<file path="src/sv/lbcs_pkg.sv">
// Shared constants, types and helpers for the LDS bank conflict scorer.
package lbcs_pkg;

   localparam int BANK_COUNT      = 64;
   localparam int BANK_BYTES      = 4;
   localparam int MAX_BATCH_WORDS = 128;
   localparam int MEM_BYTES       = 65536;

   localparam int OFFSET_W    = $clog2(MEM_BYTES);
   localparam int WORD_W      = $clog2(MEM_BYTES / BANK_BYTES);
   localparam int BYTE_SEL_W  = $clog2(BANK_BYTES);
   localparam int BANK_IDX_W  = $clog2(BANK_COUNT);
   localparam int BANK_SCAN_W = $clog2(BANK_COUNT + 1);
   localparam int TABLE_IDX_W = $clog2(MAX_BATCH_WORDS);
   localparam int COUNT_W     = $clog2(MAX_BATCH_WORDS + 1);
   localparam int MULT_W      = 8;
   localparam int SUM_W       = 24;
   localparam int TAG_W       = 12;
   localparam int SIZE_W      = 2;

   localparam logic [MULT_W-1:0] MULT_MAX = {MULT_W{1'b1}};
   localparam logic [SUM_W-1:0]  SUM_MAX  = {SUM_W{1'b1}};

   // access size codes
   localparam logic [SIZE_W-1:0] SIZE_BYTE = 2'd0;
   localparam logic [SIZE_W-1:0] SIZE_HALF = 2'd1;

   // register map: index taken from the word address bit of paddr
   localparam int   CSR_ADDR_W      = 3;
   localparam logic CSR_ACCESS_SIZE = 1'b0;

   typedef enum logic [2:0] {
      ST_IDLE,
      ST_SCAN,
      ST_INSERT,
      ST_BANK_UPD,
      ST_CLOSE,
      ST_RESULT
   } state_type;

   typedef struct packed {
      logic [MULT_W-1:0] mult;
      logic [SUM_W-1:0]  serial;
      logic [SUM_W-1:0]  conf;
   } score_type;

   function automatic logic [SUM_W-1:0] sat_add(input logic [SUM_W-1:0] a,
                                                input logic [MULT_W-1:0] b);
      logic [SUM_W:0] s;
      s = {1'b0, a} + {{(SUM_W + 1 - MULT_W){1'b0}}, b};
      sat_add = s[SUM_W] ? SUM_MAX : s[SUM_W-1:0];
   endfunction

endpackage

</file>
<file path="src/sv/lbcs_ram.sv">
// Generic single-write, single-read RAM with registered read data.
module lbcs_ram #(
   parameter int WIDTH = 8,
   parameter int DEPTH = 64
) (
   input  logic                     clock,
   input  logic                     wr_en,
   input  logic [$clog2(DEPTH)-1:0] wr_addr,
   input  logic [WIDTH-1:0]         wr_data,
   input  logic [$clog2(DEPTH)-1:0] rd_addr,
   output logic [WIDTH-1:0]         rd_data
);

   logic [WIDTH-1:0] mem [DEPTH];

   always_ff @(posedge clock) begin
      if (wr_en) begin
         mem[wr_addr] <= wr_data;
      end
      rd_data <= mem[rd_addr];
   end

endmodule

</file>
<file path="src/sv/lds_bank_conflict_scorer.sv">
// Top level of the LDS bank conflict scorer: sequencer, word table and bank counters.
// Per transaction: an accept in the idle state, then per covered word a table scan and, for a word
// not yet in the table, an insert and a bank counter bump (no bump, only an overflow flag, when full).
// A closing transaction adds a sweep over all BANK_COUNT bank counters and a result state.
// One transaction at a time: req_ready is high only while the sequencer is idle.
// Synchronous reset clears control state; bank counters are masked by per-bank valid bits.
module lds_bank_conflict_scorer (
   input  logic                                 clock,
   input  logic                                 reset,
   input  logic                                 req_valid,
   output logic                                 req_ready,
   input  logic [lbcs_pkg::OFFSET_W-1:0]        req_byte_offset,
   input  logic                                 req_batch_last,
   input  logic                                 req_layout_last,
   input  logic                                 req_search_start,
   input  logic [lbcs_pkg::TAG_W-1:0]           req_layout_tag,
   output logic                                 rsp_valid,
   input  logic                                 rsp_ready,
   output logic [lbcs_pkg::MULT_W-1:0]          rsp_max_multiplicity,
   output logic [lbcs_pkg::SUM_W-1:0]           rsp_serialized_words,
   output logic [lbcs_pkg::SUM_W-1:0]           rsp_conflicting_banks,
   output logic                                 rsp_is_layout_end,
   output logic [lbcs_pkg::TAG_W-1:0]           rsp_best_tag,
   output logic                                 rsp_new_best,
   output logic                                 rsp_overflow,
   input  logic                                 psel,
   input  logic                                 penable,
   input  logic                                 pwrite,
   input  logic [lbcs_pkg::CSR_ADDR_W-1:0]      paddr,
   input  logic [31:0]                          pwdata,
   output logic [31:0]                          prdata,
   output logic                                 pready
);
   import lbcs_pkg::*;

   state_type state_ff, state_in;

   logic [SIZE_W-1:0]     access_size_ff, access_size_in;

   logic [WORD_W-1:0]     word_ff, word_in;
   logic [WORD_W-1:0]     word2_ff, word2_in;
   logic                  has_word2_ff, has_word2_in;
   logic                  close_ff, close_in;
   logic                  layout_last_ff, layout_last_in;
   logic [TAG_W-1:0]      tag_ff, tag_in;

   logic [COUNT_W-1:0]    count_ff, count_in;
   logic                  overflow_ff, overflow_in;
   logic [BANK_COUNT-1:0] bank_valid_ff, bank_valid_in;
   logic [COUNT_W-1:0]    scan_idx_ff, scan_idx_in;
   logic                  cmp_valid_ff, cmp_valid_in;
   logic [BANK_SCAN_W-1:0] bank_idx_ff, bank_idx_in;
   logic [BANK_IDX_W-1:0] bank_prev_ff, bank_prev_in;

   score_type             run_ff, run_in;
   score_type             best_ff, best_in;
   logic                  best_valid_ff, best_valid_in;
   logic [TAG_W-1:0]      best_tag_ff, best_tag_in;

   logic                  rsp_valid_ff, rsp_valid_in;
   score_type             rsp_score_ff, rsp_score_in;
   logic                  rsp_layout_end_ff, rsp_layout_end_in;
   logic [TAG_W-1:0]      rsp_best_tag_ff, rsp_best_tag_in;
   logic                  rsp_new_best_ff, rsp_new_best_in;
   logic                  rsp_overflow_ff, rsp_overflow_in;

   logic                  req_accept;
   logic                  csr_write;
   logic                  scan_hit;
   logic                  scan_more;
   logic                  table_full;
   logic                  close_done;
   logic                  result_go;
   logic                  beats_best;
   state_type             after_word;

   logic [BYTE_SEL_W-1:0] bytes_m1;
   logic [OFFSET_W:0]     last_sum;
   logic [WORD_W-1:0]     lo_word;
   logic [WORD_W-1:0]     hi_word;

   logic                  word_wr_en;
   logic [TABLE_IDX_W-1:0] word_rd_addr;
   logic [WORD_W-1:0]     word_rd_data;
   logic                  bank_wr_en;
   logic [BANK_IDX_W-1:0] bank_wr_addr;
   logic [MULT_W-1:0]     bank_wr_data;
   logic [BANK_IDX_W-1:0] bank_rd_addr;
   logic [MULT_W-1:0]     bank_rd_data;
   logic [MULT_W-1:0]     upd_count;
   logic [MULT_W-1:0]     sweep_count;

   lbcs_ram #(.WIDTH(WORD_W), .DEPTH(MAX_BATCH_WORDS)) u_word_ram (
      .clock   (clock),
      .wr_en   (word_wr_en),
      .wr_addr (count_ff[TABLE_IDX_W-1:0]),
      .wr_data (word_ff),
      .rd_addr (word_rd_addr),
      .rd_data (word_rd_data)
   );

   lbcs_ram #(.WIDTH(MULT_W), .DEPTH(BANK_COUNT)) u_bank_ram (
      .clock   (clock),
      .wr_en   (bank_wr_en),
      .wr_addr (bank_wr_addr),
      .wr_data (bank_wr_data),
      .rd_addr (bank_rd_addr),
      .rd_data (bank_rd_data)
   );

   // configuration port
   assign pready    = 1'b1;
   assign csr_write = psel && penable && pwrite;
   assign prdata    = (paddr[CSR_ADDR_W-1] == CSR_ACCESS_SIZE) ?
                      {{(32 - SIZE_W){1'b0}}, access_size_ff} : 32'd0;

   always_comb begin
      access_size_in = access_size_ff;
      if (csr_write && paddr[CSR_ADDR_W-1] == CSR_ACCESS_SIZE) begin
         access_size_in = pwdata[SIZE_W-1:0];
      end
   end

   // address decode of the incoming transaction
   always_comb begin
      case (access_size_ff)
         SIZE_BYTE: bytes_m1 = BYTE_SEL_W'(0);
         SIZE_HALF: bytes_m1 = BYTE_SEL_W'(1);
         default:   bytes_m1 = BYTE_SEL_W'(BANK_BYTES - 1);
      endcase
   end

   assign last_sum = {1'b0, req_byte_offset} + {{(OFFSET_W + 1 - BYTE_SEL_W){1'b0}}, bytes_m1};
   assign lo_word  = req_byte_offset[OFFSET_W-1:BYTE_SEL_W];
   assign hi_word  = last_sum[OFFSET_W-1:BYTE_SEL_W];

   // sequencer status
   assign req_ready   = (state_ff == ST_IDLE);
   assign req_accept  = req_valid && req_ready;
   assign scan_hit    = cmp_valid_ff && (word_rd_data == word_ff);
   assign scan_more   = (scan_idx_ff < count_ff);
   assign table_full  = (count_ff >= COUNT_W'(MAX_BATCH_WORDS));
   assign close_done  = (bank_idx_ff == BANK_SCAN_W'(BANK_COUNT)) && !cmp_valid_ff;
   assign result_go   = (state_ff == ST_RESULT) && (!rsp_valid_ff || rsp_ready);
   assign beats_best  = !best_valid_ff || (run_ff < best_ff);
   assign after_word  = has_word2_ff ? ST_SCAN : (close_ff ? ST_CLOSE : ST_IDLE);

   // next state
   always_comb begin
      state_in = state_ff;
      case (state_ff)
         ST_IDLE: begin
            if (req_accept) begin
               state_in = ST_SCAN;
            end
         end
         ST_SCAN: begin
            if (scan_hit) begin
               state_in = after_word;
            end else if (!scan_more) begin
               state_in = ST_INSERT;
            end
         end
         ST_INSERT: begin
            state_in = table_full ? after_word : ST_BANK_UPD;
         end
         ST_BANK_UPD: begin
            state_in = after_word;
         end
         ST_CLOSE: begin
            if (close_done) begin
               state_in = ST_RESULT;
            end
         end
         ST_RESULT: begin
            if (result_go) begin
               state_in = ST_IDLE;
            end
         end
         default: state_in = ST_IDLE;
      endcase
   end

   // memory port control
   assign upd_count    = bank_valid_ff[word_ff[BANK_IDX_W-1:0]] ? bank_rd_data : '0;
   assign sweep_count  = bank_valid_ff[bank_prev_ff] ? bank_rd_data : '0;

   always_comb begin
      word_rd_addr = scan_idx_ff[TABLE_IDX_W-1:0];
      word_wr_en   = 1'b0;
      bank_rd_addr = bank_idx_ff[BANK_IDX_W-1:0];
      bank_wr_en   = 1'b0;
      bank_wr_addr = word_ff[BANK_IDX_W-1:0];
      bank_wr_data = (upd_count == MULT_MAX) ? MULT_MAX : upd_count + MULT_W'(1);
      case (state_ff)
         ST_INSERT: begin
            word_wr_en   = !table_full;
            bank_rd_addr = word_ff[BANK_IDX_W-1:0];
         end
         ST_BANK_UPD: begin
            bank_wr_en = 1'b1;
         end
         default: begin
            word_wr_en = 1'b0;
            bank_wr_en = 1'b0;
         end
      endcase
   end

   // datapath
   always_comb begin
      word_in           = word_ff;
      word2_in          = word2_ff;
      has_word2_in      = has_word2_ff;
      close_in          = close_ff;
      layout_last_in    = layout_last_ff;
      tag_in            = tag_ff;
      count_in          = count_ff;
      overflow_in       = overflow_ff;
      bank_valid_in     = bank_valid_ff;
      scan_idx_in       = scan_idx_ff;
      cmp_valid_in      = cmp_valid_ff;
      bank_idx_in       = bank_idx_ff;
      bank_prev_in      = bank_prev_ff;
      run_in            = run_ff;
      best_in           = best_ff;
      best_valid_in     = best_valid_ff;
      best_tag_in       = best_tag_ff;
      rsp_valid_in      = rsp_valid_ff && !rsp_ready;
      rsp_score_in      = rsp_score_ff;
      rsp_layout_end_in = rsp_layout_end_ff;
      rsp_best_tag_in   = rsp_best_tag_ff;
      rsp_new_best_in   = rsp_new_best_ff;
      rsp_overflow_in   = rsp_overflow_ff;

      case (state_ff)
         ST_IDLE: begin
            if (req_accept) begin
               word_in        = lo_word;
               word2_in       = hi_word;
               has_word2_in   = (hi_word != lo_word);
               close_in       = req_batch_last || req_layout_last;
               layout_last_in = req_layout_last;
               tag_in         = req_layout_tag;
               scan_idx_in    = '0;
               cmp_valid_in   = 1'b0;
               if (req_search_start) begin
                  best_valid_in = 1'b0;
                  best_tag_in   = '0;
                  best_in       = '0;
                  run_in        = '{mult: MULT_W'(1), serial: '0, conf: '0};
                  count_in      = '0;
                  overflow_in   = 1'b0;
                  bank_valid_in = '0;
               end
            end
         end
         ST_SCAN: begin
            cmp_valid_in = 1'b0;
            if (!scan_hit && scan_more) begin
               scan_idx_in  = scan_idx_ff + COUNT_W'(1);
               cmp_valid_in = 1'b1;
            end
         end
         ST_INSERT: begin
            if (table_full) begin
               overflow_in = 1'b1;
            end else begin
               count_in = count_ff + COUNT_W'(1);
            end
         end
         ST_BANK_UPD: begin
            bank_valid_in[word_ff[BANK_IDX_W-1:0]] = 1'b1;
         end
         ST_CLOSE: begin
            if (cmp_valid_ff) begin
               if (sweep_count > run_ff.mult) begin
                  run_in.mult = sweep_count;
               end
               if (sweep_count > MULT_W'(1)) begin
                  run_in.serial = sat_add(run_ff.serial, sweep_count - MULT_W'(1));
                  run_in.conf   = sat_add(run_ff.conf, MULT_W'(1));
               end
            end
            cmp_valid_in = 1'b0;
            if (bank_idx_ff < BANK_SCAN_W'(BANK_COUNT)) begin
               bank_prev_in = bank_idx_ff[BANK_IDX_W-1:0];
               bank_idx_in  = bank_idx_ff + BANK_SCAN_W'(1);
               cmp_valid_in = 1'b1;
            end
         end
         ST_RESULT: begin
            if (result_go) begin
               rsp_valid_in      = 1'b1;
               rsp_score_in      = run_ff;
               rsp_layout_end_in = layout_last_ff;
               rsp_overflow_in   = overflow_ff;
               rsp_new_best_in   = 1'b0;
               rsp_best_tag_in   = best_tag_ff;
               count_in          = '0;
               overflow_in       = 1'b0;
               bank_valid_in     = '0;
               if (layout_last_ff) begin
                  if (beats_best) begin
                     best_valid_in   = 1'b1;
                     best_in         = run_ff;
                     best_tag_in     = tag_ff;
                     rsp_best_tag_in = tag_ff;
                     rsp_new_best_in = 1'b1;
                  end
                  run_in = '{mult: MULT_W'(1), serial: '0, conf: '0};
               end
            end
         end
         default: begin
            cmp_valid_in = 1'b0;
         end
      endcase

      // move on to the second word or the batch close
      if ((state_ff == ST_SCAN && scan_hit) || (state_ff == ST_INSERT && table_full) ||
          state_ff == ST_BANK_UPD) begin
         cmp_valid_in = 1'b0;
         if (has_word2_ff) begin
            word_in      = word2_ff;
            has_word2_in = 1'b0;
            scan_idx_in  = '0;
         end else begin
            bank_idx_in = '0;
         end
      end
   end

   always_ff @(posedge clock) begin
      if (reset) begin
         state_ff       <= ST_IDLE;
         access_size_ff <= SIZE_BYTE;
         count_ff       <= '0;
         overflow_ff    <= 1'b0;
         bank_valid_ff  <= '0;
         cmp_valid_ff   <= 1'b0;
         run_ff         <= '{mult: MULT_W'(1), serial: '0, conf: '0};
         best_ff        <= '0;
         best_valid_ff  <= 1'b0;
         best_tag_ff    <= '0;
         rsp_valid_ff   <= 1'b0;
      end else begin
         state_ff       <= state_in;
         access_size_ff <= access_size_in;
         count_ff       <= count_in;
         overflow_ff    <= overflow_in;
         bank_valid_ff  <= bank_valid_in;
         cmp_valid_ff   <= cmp_valid_in;
         run_ff         <= run_in;
         best_ff        <= best_in;
         best_valid_ff  <= best_valid_in;
         best_tag_ff    <= best_tag_in;
         rsp_valid_ff   <= rsp_valid_in;
      end
   end

   always_ff @(posedge clock) begin
      word_ff           <= word_in;
      word2_ff          <= word2_in;
      has_word2_ff      <= has_word2_in;
      close_ff          <= close_in;
      layout_last_ff    <= layout_last_in;
      tag_ff            <= tag_in;
      scan_idx_ff       <= scan_idx_in;
      bank_idx_ff       <= bank_idx_in;
      bank_prev_ff      <= bank_prev_in;
      rsp_score_ff      <= rsp_score_in;
      rsp_layout_end_ff <= rsp_layout_end_in;
      rsp_best_tag_ff   <= rsp_best_tag_in;
      rsp_new_best_ff   <= rsp_new_best_in;
      rsp_overflow_ff   <= rsp_overflow_in;
   end

   assign rsp_valid             = rsp_valid_ff;
   assign rsp_max_multiplicity  = rsp_score_ff.mult;
   assign rsp_serialized_words  = rsp_score_ff.serial;
   assign rsp_conflicting_banks = rsp_score_ff.conf;
   assign rsp_is_layout_end     = rsp_layout_end_ff;
   assign rsp_best_tag          = rsp_best_tag_ff;
   assign rsp_new_best          = rsp_new_best_ff;
   assign rsp_overflow          = rsp_overflow_ff;

endmodule
</file>
<file path="config.mk">
export PLATFORM = sky130hd
export DESIGN_NAME = lds_bank_conflict_scorer
export DESIGN_NICKNAME = d
export VERILOG_FILES = /design/src/sv/lbcs_pkg.sv /design/src/sv/lbcs_ram.sv /design/src/sv/lds_bank_conflict_scorer.sv
export SDC_FILE = /design/constraint.sdc
export NUM_CORES = 2
export LEC_CHECK = 0
export ABC_CLOCK_PERIOD_IN_PS = 8300
export BUFFER_PORTS_ARGS = -buffer_cell sky130_fd_sc_hd__buf_2
export CORE_MARGIN = 10
export CORE_UTILIZATION = 49
export DETAILED_ROUTE_END_ITERATION = 16
export MAX_ROUTING_LAYER = met4
export PLACE_DENSITY = 0.64
export SYNTH_ARGS = -nofsm -noshare
export SYNTH_HDL_FRONTEND = slang
export SYNTH_SLANG_ARGS = --single-unit
export TNS_END_PERCENT = 50
</file>
<file path="constraint.sdc">
create_clock -name clock -period 8.3 [get_ports clock]
set_input_delay 1.66 -clock clock [delete_from_list [all_inputs] [get_ports clock]]
set_output_delay 1.66 -clock clock [all_outputs]
set_load 0.01 [all_outputs]
</file>
==> qor.txt <==
Status = completed
Sink Count = 2666
Worst slew pin tran = 1.22 ns
Die width = 484 um
M2 GR Usage = 32.6%
Pleak = 37.7 nW
Clock skew = 0.0600 ns
Via count = 52500
Crit Path Max Fanout = 17
H-Tree Level Count = 5
CP Buf/Inv Count = 1
Critical Path End Type = register
CTS Buf Count = 291
Initial Util = 49.2%
Count leader, synth = edfxtp_1
Congestion Overflow GR = 0
Synth Area per Inst = 19.9 um^2
CP top delay family = compound AO/OA/AOI/OAI gates
Routability Congestion = 0.844
Startpoint types = register
Root buffer cell = clkbuf_16
Slowest CP cell = edfxtp_1
Worst EP arrival = 6.72 ns
First-pass GRT wire length = 360 mm
Fin nets = 5721
First-pass DRT Iterations = 6
Detail Route Antenna Nets = 0
Yosys top cell by area = edfxtp_1
Ys async rst share = 0%
Ports = 179
Row Count = 170
Fill cells = 16000
Latest clock arrival within the worst-skew pair = 0.94 ns
Crit path top cell by count = nand2_1
I/O Buffers = 115
Cell Area, Synth = 105000 um^2
DP HPWL = 141 mm
Hold Path Class = reg -> reg
Post-CTS Setup Bufs = 0
Fin. max-slew vios = 0
Worst vdd ir = 0.000253 V
Ys Warns = 0
Synth top area share = 68.7%
Max Clock Freq = 0.168 GHz
Top post-synthesis cells by area = edfxtp_1, mux4_2, dfxtp_1
Netlist cell types = 78
Clk buf depth = 4
PwrDens = 297 nW/um^2
TNS Setup = 0 ns
Met3 Use GR = 3.76%
Grt met1 use = 29.4%
Final worst path period need = 5.96 ns
Most common flop cell mapped by yosys = edfxtp_1
Die ar. = 234000 um^2
Mapped Cells = 5298
Post-CTS resize count = 0
Routed len/inst = 28.3 um
Gr busiest metal = met2
Largest net degree at the start of global routing = 129
Layout cells sized above 1 = 26.1%
Worst slack at placement = 2.39 ns
Clk slew on worst S/H paths = 0.06 ns
Synthesis-to-finish area growth = 12.4%
Die Ht = 484 um
WS Path Type = reg -> reg
Final hold vios = 0
WL final = 244 mm
Yosys reg bits = 2666
Post-route DRC = 0
Unrepaired setup endpoints after global routing = false
Post-route setup slack = 2.34 ns
Sequential-to-total area share from yosys stat = 73.6%
Rel. slew slack = 18.5%
Post-synth EDFFs = 2409
Req. time, crit path = 9.06 ns
Commonest cells post-synth = edfxtp_1, mux4_2, nor2_1
Cts hold-fix bufs = 0
Fin crit share = 71.8%
TritonCTS clock tree = built
Cell Chain, Critical Path = mux4_2 > o22ai_1 > o32a_1 > nand4b_1 > and2_1 > nand2_1 > ha_1 > inv_1 > o31a_1 > a21oi_1 > o21ai_0 > ha_1 > a2111oi_0 > o211ai_1 > and3_1 > nand2_1 > nand2_1 > o31ai_1 > a221oi_1
Max-Cap Viols = 0
Fin util = 55.3%
Number of vias per cell = 6.10
DRT iter0 DRCs = 5640
Core area = 214000 um^2
Gr usage total = 21.1%
Endpoints failing setup = 0
Number of global-route vias before repair = 52400
Critical path's largest stage delay = 0.95 ns
Antenna violations before repair = 16
cells in the final DEF, fill, tap and decap left out, types with 55 or more instances in the layout:
master	netlist	layout
mux2i_1	108	107
nand3_1	55	55
buf_4	41	118
a22o_1	80	80
inv_1	97	95
nand2_1	132	127
clkinv_1	1	62
mux4_2	731	731
edfxtp_1	2409	2409
nor2_2	0	80
dfxtp_1	257	238
ha_1	89	89
buf_2	74	115
clkbuf_16	0	299
o21ai_0	69	69
nor2_1	358	275
a21oi_1	151	147
clkbuf_1	148	69
stage by stage:
stage               power, mW  cells  cell area [um^2]  hold WS, ns
global route             36.5   8606            118000        0.467
global placement         23.2   8103            110000        0.418
finish                   35.2   8608            118000        0.442
floorplan                21.3   5327            105000        0.410
detailed placement       23.4   8103            110000        0.434
CTS                      35.5   8602            118000        0.448
worst min-delay path, cell delays in order, from the launching register on:
cell	delay [ns]
edfxtp_1	0.32
nand2_1	0.04
o21ai_0	0.05
cell families (layout without fill, tap and decap cells):
logic type	count (synthesis)	count (layout)	synth area share (%)
mux	871	871	17.0
xor+xnor	49	49	0.408
buf+inv	400	837	1.68
other cells	2	37	0.00713
flops	2666	2666	73.6
simple gates	728	728	3.13
fa+ha+maj	90	90	1.08
compound gates	492	492	3.11
sequential cells by signal (all words and copies together) (netlist names), 2 cells and up:
register / count
u_bank_ram.mem: 512
count_ff: 8
run_ff: 56
scan_idx_ff: 8
word_ff: 14
best_ff: 56
rsp_serialized_words: 24
word2_ff: 14
u_word_ram.rd_data: 14
tag_ff: 12
rsp_best_tag: 12
bank_prev_ff: 6
bank_valid_ff: 64
access_size_ff: 2
u_bank_ram.rd_data: 8
best_tag_ff: 12
state_ff: 3
rsp_conflicting_banks: 24
rsp_max_multiplicity: 8
u_word_ram.mem: 1792
bank_idx_ff: 7
path summary, 6_finish.rpt:
path	from	to	slack (ns)	cells past startpoint
worst max-delay path	bank_prev_ff[0]	run_ff[45]	2.34	19
worst max register to register	bank_prev_ff[0]	run_ff[45]	2.34	19
worst min register to register	word2_ff[1]	word_ff[1]	0.44	2
worst min-delay path	word2_ff[1]	word_ff[1]	0.44	2
report_power, final:
| part | switching (mW) | leakage (nW) | internal [mW] |
|---|---|---|---|
| logic | 3.56 | 9.29 | 2.31 |
| registers | 0.698 | 24.1 | 16.5 |
| clock network | 5.04 | 4.31 | 7.13 |
cell type report:
type                       count  area [um^2]  share of cell area, %
clock inverter               124          988                  0.835
multi-input combinational   2261        26500                   22.4
clock buffer                 375         7840                   6.62
sequential                  2666        77600                   65.5
tap                         2838         3550                   3.00
inverter                      98          368                  0.311
antenna                        6         15.0                 0.0127
timing repair buffer         240         1600                   1.35
routing by layer:
metal	up-vias	routed length (um)	part of all wire [%]
met1	27900	103000	42
met2	1977	117000	48
met5	-	0	0
met4	0	6270	2.6
met3	420	16700	6.9
li1	22300	-	-
(Power assumes the default switching activity.)
